<file path="config.mk">
export PLATFORM = sky130hd
export DESIGN_NAME = mac_learning_bridge_top_flat
export DESIGN_NICKNAME = d
export VERILOG_FILES = /design/src/sv/mlb_pkg.sv /design/src/sv/mlb_hdr_if.sv /design/src/sv/mlb_fwd_if.sv /design/src/sv/mlb_ram.sv /design/src/sv/mac_learning_bridge_top.sv /design/src/flat_wrapper.sv
export SDC_FILE = /design/constraint.sdc
export NUM_CORES = 2
export LEC_CHECK = 0
export BUFFER_PORTS_ARGS = -buffer_cell sky130_fd_sc_hd__buf_4
export CAP_MARGIN = 20
export CORE_MARGIN = 3
export CORE_UTILIZATION = 63
export CTS_CLUSTER_DIAMETER = 120
export DETAILED_ROUTE_END_ITERATION = 10
export PLACE_DENSITY_LB_ADDON = 0.3
export SYNTH_ARGS = -nofsm -noshare
export SYNTH_HDL_FRONTEND = slang
export SYNTH_SLANG_ARGS = --single-unit
</file>
<file path="constraint.sdc">
create_clock -name clk -period 5.5 [get_ports clk]
set_clock_uncertainty 0.1 [all_clocks]
set_input_delay 1.1 -clock clk [delete_from_list [all_inputs] [get_ports clk]]
set_output_delay 1.1 -clock clk [all_outputs]
set_load 0.05 [all_outputs]
</file>
<file path="src/sv/mlb_pkg.sv">
// Package: shared widths, defaults and the egress mask function of the learning bridge.
`default_nettype none
package mlb_pkg;
	localparam int ADDR_W            = 48;
	localparam int PORT_W            = 2;
	localparam int OUT_W             = 4;
	localparam int ENTRY_W           = ADDR_W + PORT_W;
	localparam int PORT_COUNT        = 4;
	localparam int TABLE_DEPTH_DEF   = 64;

	function automatic logic [OUT_W-1:0] port_mask(input logic hit,
			input logic [PORT_W-1:0] stored_port, input logic [PORT_W-1:0] rx_port);
		logic [OUT_W-1:0] m;
		m = '0;
		for (int i = 0; i < OUT_W; i++) begin
			if (hit) begin
				m[i] = (i < PORT_COUNT) && (stored_port == PORT_W'(i));
			end else begin
				m[i] = (i < PORT_COUNT) && (rx_port != PORT_W'(i));
			end
		end
		return m;
	endfunction
endpackage
`default_nettype wire

</file>
<file path="src/sv/mlb_hdr_if.sv">
// Interface: frame header channel (valid/ready).
`default_nettype none
interface mlb_hdr_if
	import mlb_pkg::*;
();
	logic              valid;
	logic              ready;
	logic [ADDR_W-1:0] dst_address;
	logic [ADDR_W-1:0] src_address;
	logic [PORT_W-1:0] in_port;

	modport source (output valid, dst_address, src_address, in_port, input ready);
	modport sink (input valid, dst_address, src_address, in_port, output ready);
endinterface
`default_nettype wire

</file>
<file path="src/sv/mlb_fwd_if.sv">
// Interface: forwarding decision channel (valid/ready).
`default_nettype none
interface mlb_fwd_if
	import mlb_pkg::*;
();
	logic             valid;
	logic             ready;
	logic [OUT_W-1:0] out_ports;
	logic             flooded;
	logic             dst_hit;
	logic             src_new;
	logic             learn_dropped;

	modport source (output valid, out_ports, flooded, dst_hit, src_new, learn_dropped,
		input ready);
	modport sink (input valid, out_ports, flooded, dst_hit, src_new, learn_dropped,
		output ready);
endinterface
`default_nettype wire

</file>
<file path="src/sv/mlb_ram.sv">
// Generic single-write, single-read RAM with registered read data.
`default_nettype none
module mlb_ram #(
	parameter int WIDTH = 8,
	parameter int DEPTH = 64
) (
	input  wire logic                     clk,
	input  wire logic                     wr_en,
	input  wire logic [$clog2(DEPTH)-1:0] wr_addr,
	input  wire logic [WIDTH-1:0]         wr_data,
	input  wire logic                     rd_en,
	input  wire logic [$clog2(DEPTH)-1:0] rd_addr,
	output logic      [WIDTH-1:0]         rd_data
);
	logic [WIDTH-1:0] mem [DEPTH];
	logic [WIDTH-1:0] rd_data_q;

	always_ff @(posedge clk) begin
		if (wr_en) begin
			mem[wr_addr] <= wr_data;
		end
		if (rd_en) begin
			rd_data_q <= mem[rd_addr];
		end
	end

	assign rd_data = rd_data_q;
endmodule
`default_nettype wire

</file>
<file path="src/sv/mac_learning_bridge_top.sv">
// A header is taken in IDLE, then the table is scanned (SCAN), the source is learned (WRITE) and the
// result is loaded into the output register once it is free (DONE); no new header is taken until IDLE.
// The scan reads the table RAM one entry per cycle on its single read port.
// A new header is taken while the previous result still waits in the output register.
// Reset (arst_n low) empties the table by clearing the fill count; no clearing pass is needed.
// Entries are appended in order, so an entry is valid exactly when its index is below fill_count.
`default_nettype none
module mac_learning_bridge_top
	import mlb_pkg::*;
#(
	parameter int TABLE_DEPTH = TABLE_DEPTH_DEF
) (
	input wire logic clk,
	input wire logic arst_n,
	mlb_hdr_if.sink  hdr,
	mlb_fwd_if.source fwd
);
	localparam int IDX_W = $clog2(TABLE_DEPTH);
	localparam int CNT_W = $clog2(TABLE_DEPTH + 1);

	typedef enum logic [3:0] {
		ST_IDLE  = 4'b0001,
		ST_SCAN  = 4'b0010,
		ST_WRITE = 4'b0100,
		ST_DONE  = 4'b1000
	} state_t;

	state_t            state_q;
	logic [CNT_W-1:0]  fill_q;
	logic [CNT_W-1:0]  rd_idx_q;
	logic              rd_vld_s1;
	logic [IDX_W-1:0]  idx_s1;
	logic [ADDR_W-1:0] dst_q;
	logic [ADDR_W-1:0] src_q;
	logic [PORT_W-1:0] port_q;
	logic              dst_hit_q;
	logic [PORT_W-1:0] dst_port_q;
	logic              src_hit_q;
	logic [IDX_W-1:0]  src_slot_q;
	logic              new_q;
	logic              drop_q;

	logic              out_vld_q;
	logic [OUT_W-1:0]  out_ports_q;
	logic              out_flooded_q;
	logic              out_hit_q;
	logic              out_new_q;
	logic              out_drop_q;

	logic              ram_we;
	logic [IDX_W-1:0]  ram_wa;
	logic              ram_re;
	logic [ENTRY_W-1:0] ram_rd;
	logic [ADDR_W-1:0] rd_addr_f;
	logic [PORT_W-1:0] rd_port_f;
	logic              out_free;
	logic              table_full;

	assign rd_addr_f  = ram_rd[ADDR_W-1:0];
	assign rd_port_f  = ram_rd[ENTRY_W-1:ADDR_W];
	assign out_free   = !out_vld_q || fwd.ready;
	assign table_full = (fill_q == CNT_W'(TABLE_DEPTH));
	assign hdr.ready  = (state_q == ST_IDLE);
	assign ram_re     = (state_q == ST_SCAN) && (rd_idx_q < fill_q);

	always_comb begin
		ram_we = 1'b0;
		ram_wa = src_slot_q;
		if (state_q == ST_WRITE) begin
			if (src_hit_q) begin
				ram_we = 1'b1;
			end else if (!table_full) begin
				ram_we = 1'b1;
				ram_wa = fill_q[IDX_W-1:0];
			end
		end
	end

	mlb_ram #(
		.WIDTH(ENTRY_W),
		.DEPTH(TABLE_DEPTH)
	) u_table (
		.clk    (clk),
		.wr_en  (ram_we),
		.wr_addr(ram_wa),
		.wr_data({port_q, src_q}),
		.rd_en  (ram_re),
		.rd_addr(rd_idx_q[IDX_W-1:0]),
		.rd_data(ram_rd)
	);

	always_ff @(posedge clk or negedge arst_n) begin
		if (!arst_n) begin
			state_q   <= ST_IDLE;
			fill_q    <= '0;
			rd_idx_q  <= '0;
			rd_vld_s1 <= 1'b0;
			dst_hit_q <= 1'b0;
			src_hit_q <= 1'b0;
			new_q     <= 1'b0;
			drop_q    <= 1'b0;
			out_vld_q <= 1'b0;
		end else begin
			if (state_q == ST_DONE && out_free) begin
				out_vld_q <= 1'b1;
			end else if (fwd.ready) begin
				out_vld_q <= 1'b0;
			end
			case (state_q)
				ST_IDLE: begin
					if (hdr.valid) begin
						rd_idx_q  <= '0;
						rd_vld_s1 <= 1'b0;
						dst_hit_q <= 1'b0;
						src_hit_q <= 1'b0;
						new_q     <= 1'b0;
						drop_q    <= 1'b0;
						state_q   <= ST_SCAN;
					end
				end
				ST_SCAN: begin
					rd_vld_s1 <= ram_re;
					if (ram_re) begin
						rd_idx_q <= rd_idx_q + 1'b1;
					end
					if (rd_vld_s1) begin
						if (!dst_hit_q && rd_addr_f == dst_q) begin
							dst_hit_q <= 1'b1;
						end
						if (!src_hit_q && rd_addr_f == src_q) begin
							src_hit_q <= 1'b1;
						end
					end
					if (!ram_re && !rd_vld_s1) begin
						state_q <= ST_WRITE;
					end
				end
				ST_WRITE: begin
					if (!src_hit_q) begin
						if (table_full) begin
							drop_q <= 1'b1;
						end else begin
							new_q  <= 1'b1;
							fill_q <= fill_q + 1'b1;
						end
					end
					state_q <= ST_DONE;
				end
				ST_DONE: begin
					if (out_free) begin
						state_q <= ST_IDLE;
					end
				end
				default: begin
					state_q <= ST_IDLE;
				end
			endcase
		end
	end

	// payload registers
	always_ff @(posedge clk) begin
		if (state_q == ST_IDLE && hdr.valid) begin
			dst_q  <= hdr.dst_address;
			src_q  <= hdr.src_address;
			port_q <= hdr.in_port;
		end
		if (state_q == ST_SCAN && rd_vld_s1) begin
			if (!dst_hit_q && rd_addr_f == dst_q) begin
				dst_port_q <= rd_port_f;
			end
			if (!src_hit_q && rd_addr_f == src_q) begin
				src_slot_q <= idx_s1;
			end
		end
		if (ram_re) begin
			idx_s1 <= rd_idx_q[IDX_W-1:0];
		end
		if (state_q == ST_DONE && out_free) begin
			out_ports_q   <= port_mask(dst_hit_q, dst_port_q, port_q);
			out_flooded_q <= !dst_hit_q;
			out_hit_q     <= dst_hit_q;
			out_new_q     <= new_q;
			out_drop_q    <= drop_q;
		end
	end

	assign fwd.valid         = out_vld_q;
	assign fwd.out_ports     = out_ports_q;
	assign fwd.flooded       = out_flooded_q;
	assign fwd.dst_hit       = out_hit_q;
	assign fwd.src_new       = out_new_q;
	assign fwd.learn_dropped = out_drop_q;

	a_fill_bound: assert property (@(posedge clk) disable iff (!arst_n)
		fill_q <= CNT_W'(TABLE_DEPTH))
		else $error("fill count beyond table depth");

	a_fill_step: assert property (@(posedge clk) disable iff (!arst_n)
		(fill_q != $past(fill_q)) |-> (fill_q == CNT_W'($past(fill_q) + 1'b1)))
		else $error("fill count moved by other than one");

	a_hit_xor_flood: assert property (@(posedge clk) disable iff (!arst_n)
		fwd.valid |-> (fwd.flooded ^ fwd.dst_hit))
		else $error("hit and flood flags disagree");

	a_new_drop: assert property (@(posedge clk) disable iff (!arst_n)
		fwd.valid |-> !(fwd.src_new && fwd.learn_dropped))
		else $error("source both learned and dropped");

	a_no_rw_overlap: assert property (@(posedge clk) disable iff (!arst_n)
		ram_we |-> !ram_re)
		else $error("table read during write-back");
endmodule
`default_nettype wire

</file>
<file path="src/flat_wrapper.sv">
// flat-port wrapper written by rule: the top's interface ports become plain ports
module mac_learning_bridge_top_flat import mlb_pkg::*;
#(
	parameter int TABLE_DEPTH = TABLE_DEPTH_DEF
)
  (clk, arst_n, hdr_valid, hdr_dst_address, hdr_src_address, hdr_in_port, hdr_ready, fwd_valid, fwd_out_ports, fwd_flooded, fwd_dst_hit, fwd_src_new, fwd_learn_dropped, fwd_ready);
  mlb_hdr_if hdr_i ();
  mlb_fwd_if fwd_i ();
  input wire logic clk;
  input wire logic arst_n;
  input wire logic [$bits(hdr_i.valid)-1:0] hdr_valid;
  input wire logic [$bits(hdr_i.dst_address)-1:0] hdr_dst_address;
  input wire logic [$bits(hdr_i.src_address)-1:0] hdr_src_address;
  input wire logic [$bits(hdr_i.in_port)-1:0] hdr_in_port;
  output wire logic [$bits(hdr_i.ready)-1:0] hdr_ready;
  output wire logic [$bits(fwd_i.valid)-1:0] fwd_valid;
  output wire logic [$bits(fwd_i.out_ports)-1:0] fwd_out_ports;
  output wire logic [$bits(fwd_i.flooded)-1:0] fwd_flooded;
  output wire logic [$bits(fwd_i.dst_hit)-1:0] fwd_dst_hit;
  output wire logic [$bits(fwd_i.src_new)-1:0] fwd_src_new;
  output wire logic [$bits(fwd_i.learn_dropped)-1:0] fwd_learn_dropped;
  input wire logic [$bits(fwd_i.ready)-1:0] fwd_ready;
  assign hdr_i.valid = hdr_valid;
  assign hdr_i.dst_address = hdr_dst_address;
  assign hdr_i.src_address = hdr_src_address;
  assign hdr_i.in_port = hdr_in_port;
  assign hdr_ready = hdr_i.ready;
  assign fwd_valid = fwd_i.valid;
  assign fwd_out_ports = fwd_i.out_ports;
  assign fwd_flooded = fwd_i.flooded;
  assign fwd_dst_hit = fwd_i.dst_hit;
  assign fwd_src_new = fwd_i.src_new;
  assign fwd_learn_dropped = fwd_i.learn_dropped;
  assign fwd_i.ready = fwd_ready;
  mac_learning_bridge_top #(.TABLE_DEPTH(TABLE_DEPTH)) u_core (.clk(clk), .arst_n(arst_n), .hdr(hdr_i), .fwd(fwd_i));
endmodule
</file>
==> reports/qor.txt <==
post-synthesis register bit count = 3394
Startpoint Class = flip-flop
worst reg2reg path depth = 9
Via Count = 66760
pre-CTS setup slack = 1341 ps
Worst setup EP type = flip-flop
Pleak = 44.88 nW
Data required, critical path = 5990 ps
CTS-repair resized insts = 0
WL final = 363.4 mm
Crit path largest cell delay = 810 ps
Detailed Route Iter0 Violations = 12420
Power Total = 65.26 mW
Worst-path clk slew = 60 ps
Vias/cell = 7.390
Final Setup Violations = 0
vias in the first global route = 64930
crit path max fanout = 19
crit path cell chain = inv_1 -> ha_1 -> nor4bb_4 -> and2_1 -> or3_1 -> a21oi_2 -> nand2_1 -> nor2_4 -> buf_4
fin crit share = 77.97%
RD Place Congestion = 0.9302
worst vdd ir = 403.4 µV
CTS Buf Count = 343
nets = 6220
CORE AREA = 202700 µm²
setup TNS = 0 ps
CP Class = flip-flop to flip-flop
initial antenna violation count = 30
Worst-Skew Late Latency = 960 ps
Worst Hold Class = primary input to flip-flop
Layout area overhead = 12.73%
actual slew at the worst max-slew pin = 1260 ps
die width = 458.0 µm
Final Worst Setup Slack = 1212 ps
warnings from Yosys = 0
Post-synth ARST share = 0.7071%
Boundary Pins = 112
power density over the cells = 449.7 nW/µm²
multi-input logic area = 26160 µm²
HPWL after detailed placement = 212.9 mm
clock buffer depth = 4
Filler cells = 11180
Fmax achieved = 233.2 MHz
layout cells sized above 1 = 26.51%
Final Util = 71.58%
minimum clock period after layout = 4288 ps
RSZ-0062 raised after global routing = false
syn nets = 5825
status = finished clean
max cap viols = 0
syn avg cell area = 22.53 µm²
sequential share of the synthesized area = 79.07%
port bufs = 111
crit path DAT = 4780 ps
Post-synth EDFFs = 3370
Vert. Die Dim = 458.0 µm
DRC = 0
Routed wire per std cell = 40.23 µm
GRT Overall Usage = 34.98%
first-pass GRT wire length = 507.8 mm
hold depth = 1
full die area = 209800 µm²
ys flop type = edfxtp_1
Reg area = 101800 µm²
Final Max Slew Viols = 0
Mapped Area = 128700 µm²
Root Buffer = clkbuf_16
grt total ovfl = 0
largest net degree at the start of global routing = 120
drt first pass iters = 6
Routed Antenna Nets = 0
H-tree lvl count = 5
row count = 165
unique cell type count in the Yosys netlist = 72
Initial Utilization = 63.50%
slew margin rel. = 15.72%
final hold viol count = 0
Clock Sinks = 3394
CTS tree = done
Slowest cell on crit path = nor2_4
Syn Inst Count = 5714
[cell usage in the layout, fill, tap and decap left out, drive strengths merged, types with 13 or more instances in the layout]
cell / synthesis / final
edfxtp: 3370 / 3370
mux4: 768 / 768
clkbuf: 162 / 424
buf: 147 / 357
nand2: 197 / 197
a22oi: 194 / 194
clkinv: 1 / 127
mux2i: 96 / 96
nor2: 89 / 89
nand3: 78 / 78
a21oi: 77 / 77
a221oi: 64 / 64
xor2: 64 / 64
a31oi: 49 / 49
a21o: 36 / 36
xnor2: 36 / 36
o21ai: 36 / 36
a221o: 32 / 32
o221ai: 32 / 32
inv: 18 / 24
dfrtp: 23 / 23
bufinv: 0 / 22
a22o: 19 / 19
nor4: 17 / 17
diode: 0 / 13
nand4: 13 / 13
[layout make-up]
class	count	area share (%)
diodes	13	0.02242
clock buffers	423	6.259
clock inverters	162	0.9113
inverters	19	0.05604
multi-input cells	1992	18.03
flip-flops and latches	3394	70.16
well taps	2672	2.304
repair buffers	359	2.263
[final timing paths]
path	from	end	slack, ps
hold / removal	hdr_in_port[1]	u_core.port_q[1]	220
setup / recovery	u_core.fill_q[0]	u_core.u_table.mem[22][38]	1210
hold reg to reg	u_core.idx_s1[4]	u_core.src_slot_q[4]	320
min in group asynchronous	arst_n	u_core.rd_idx_q[1]	530
max in group asynchronous	arst_n	u_core.rd_idx_q[4]	4450
setup reg to reg	u_core.fill_q[0]	u_core.u_table.mem[22][38]	1210
[sequential cells by signal, summed over array words and instances, names as in the netlist, 6 cells and up]
register                cells
u_core.u_table.mem       3200
u_core.u_table.rd_data     50
u_core.dst_q               48
u_core.src_q               48
u_core.fill_q               7
u_core.rd_idx_q             7
u_core.idx_s1               6
u_core.src_slot_q           6
[Yosys cell counts (all sizes together) (4+ instances only)]
cell    count  area (µm²)
a21o       36       270.3
a21oi      77       389.1
a221o      32       320.3
a221oi     64       560.5
a22o       19       166.4
a22oi     194        1461
a31oi      49       306.5
a32oi       4       42.55
and2        4       25.02
buf       147       729.4
clkbuf    162       608.1
dfrtp      23       575.6
edfxtp   3370      101200
ha          9       112.6
inv        18       67.56
mux2i      96       960.9
mux4      768       17300
nand2     197       749.5
nand2b      6       37.54
nand3      78       390.4
nand4      13       81.33
nor2       89       336.6
nor2b      11       68.82
nor3       11       55.05
nor4       17       106.4
o21ai      36       180.2
o221ai     32       280.3
o32ai       4       42.55
or3         4       25.02
xnor2      36       315.3
xor2       64       560.5
[report_power, final]
part | internal [mW] | switching, mW
Sequential | 30.2 | 0.744
Combinational | 4.17 | 8.02
Clock | 12.7 | 9.47
[metrics by stage]
stage,instances,instance area (µm²),hold slack [ps]
6_report,9034,145100,220.1
5_1_grt,9022,145100,188.6
4_1_cts,9020,145100,169.5
3_5_place_dp,8434,134700,306.2
3_3_place_gp,8428,134600,302.4
2_1_floorplan,5714,128700,300.3
[timing repair]
item | CTS | global route
setup endpoints to repair | 0 | 0
hold buffers | 1 | 0
endpoints found under the hold margin | 23 | 0
buffers inserted | 0 | 0
[cell families after synthesis]
logic type | count (synthesis) | share of synthesized area (%)
compound gates | 573 | 3.305
buf+inv | 328 | 1.094
fa+ha+maj | 9 | 0.08747
mux | 866 | 14.20
xor+xnor | 100 | 0.6803
simple gates | 444 | 1.559
flops | 3394 | 79.07
[per-layer routing]
| layer | vias to the layer above | global-route usage [%] | share of wire (%) |
|---|---|---|---|
| met5 | - | 0 | 0.041 |
| met4 | 20 | 14.28 | 4.9 |
| met3 | 878 | 11.17 | 15 |
| met2 | 5975 | 52.03 | 46 |
| met1 | 34750 | 49.11 | 34 |
| li1 | 25140 | - | - |
[critical path: cells and delay by family, from the launching register on]
kind | cells | cell delay (ps)
and+or+nand+nor | 5 | 2260
AOI/OAI and AO/OA | 1 | 260
DFF | 1 | 450
buffers and inverters | 2 | 590
adders and majority gates | 1 | 230
(Power assumes the default switching activity.)
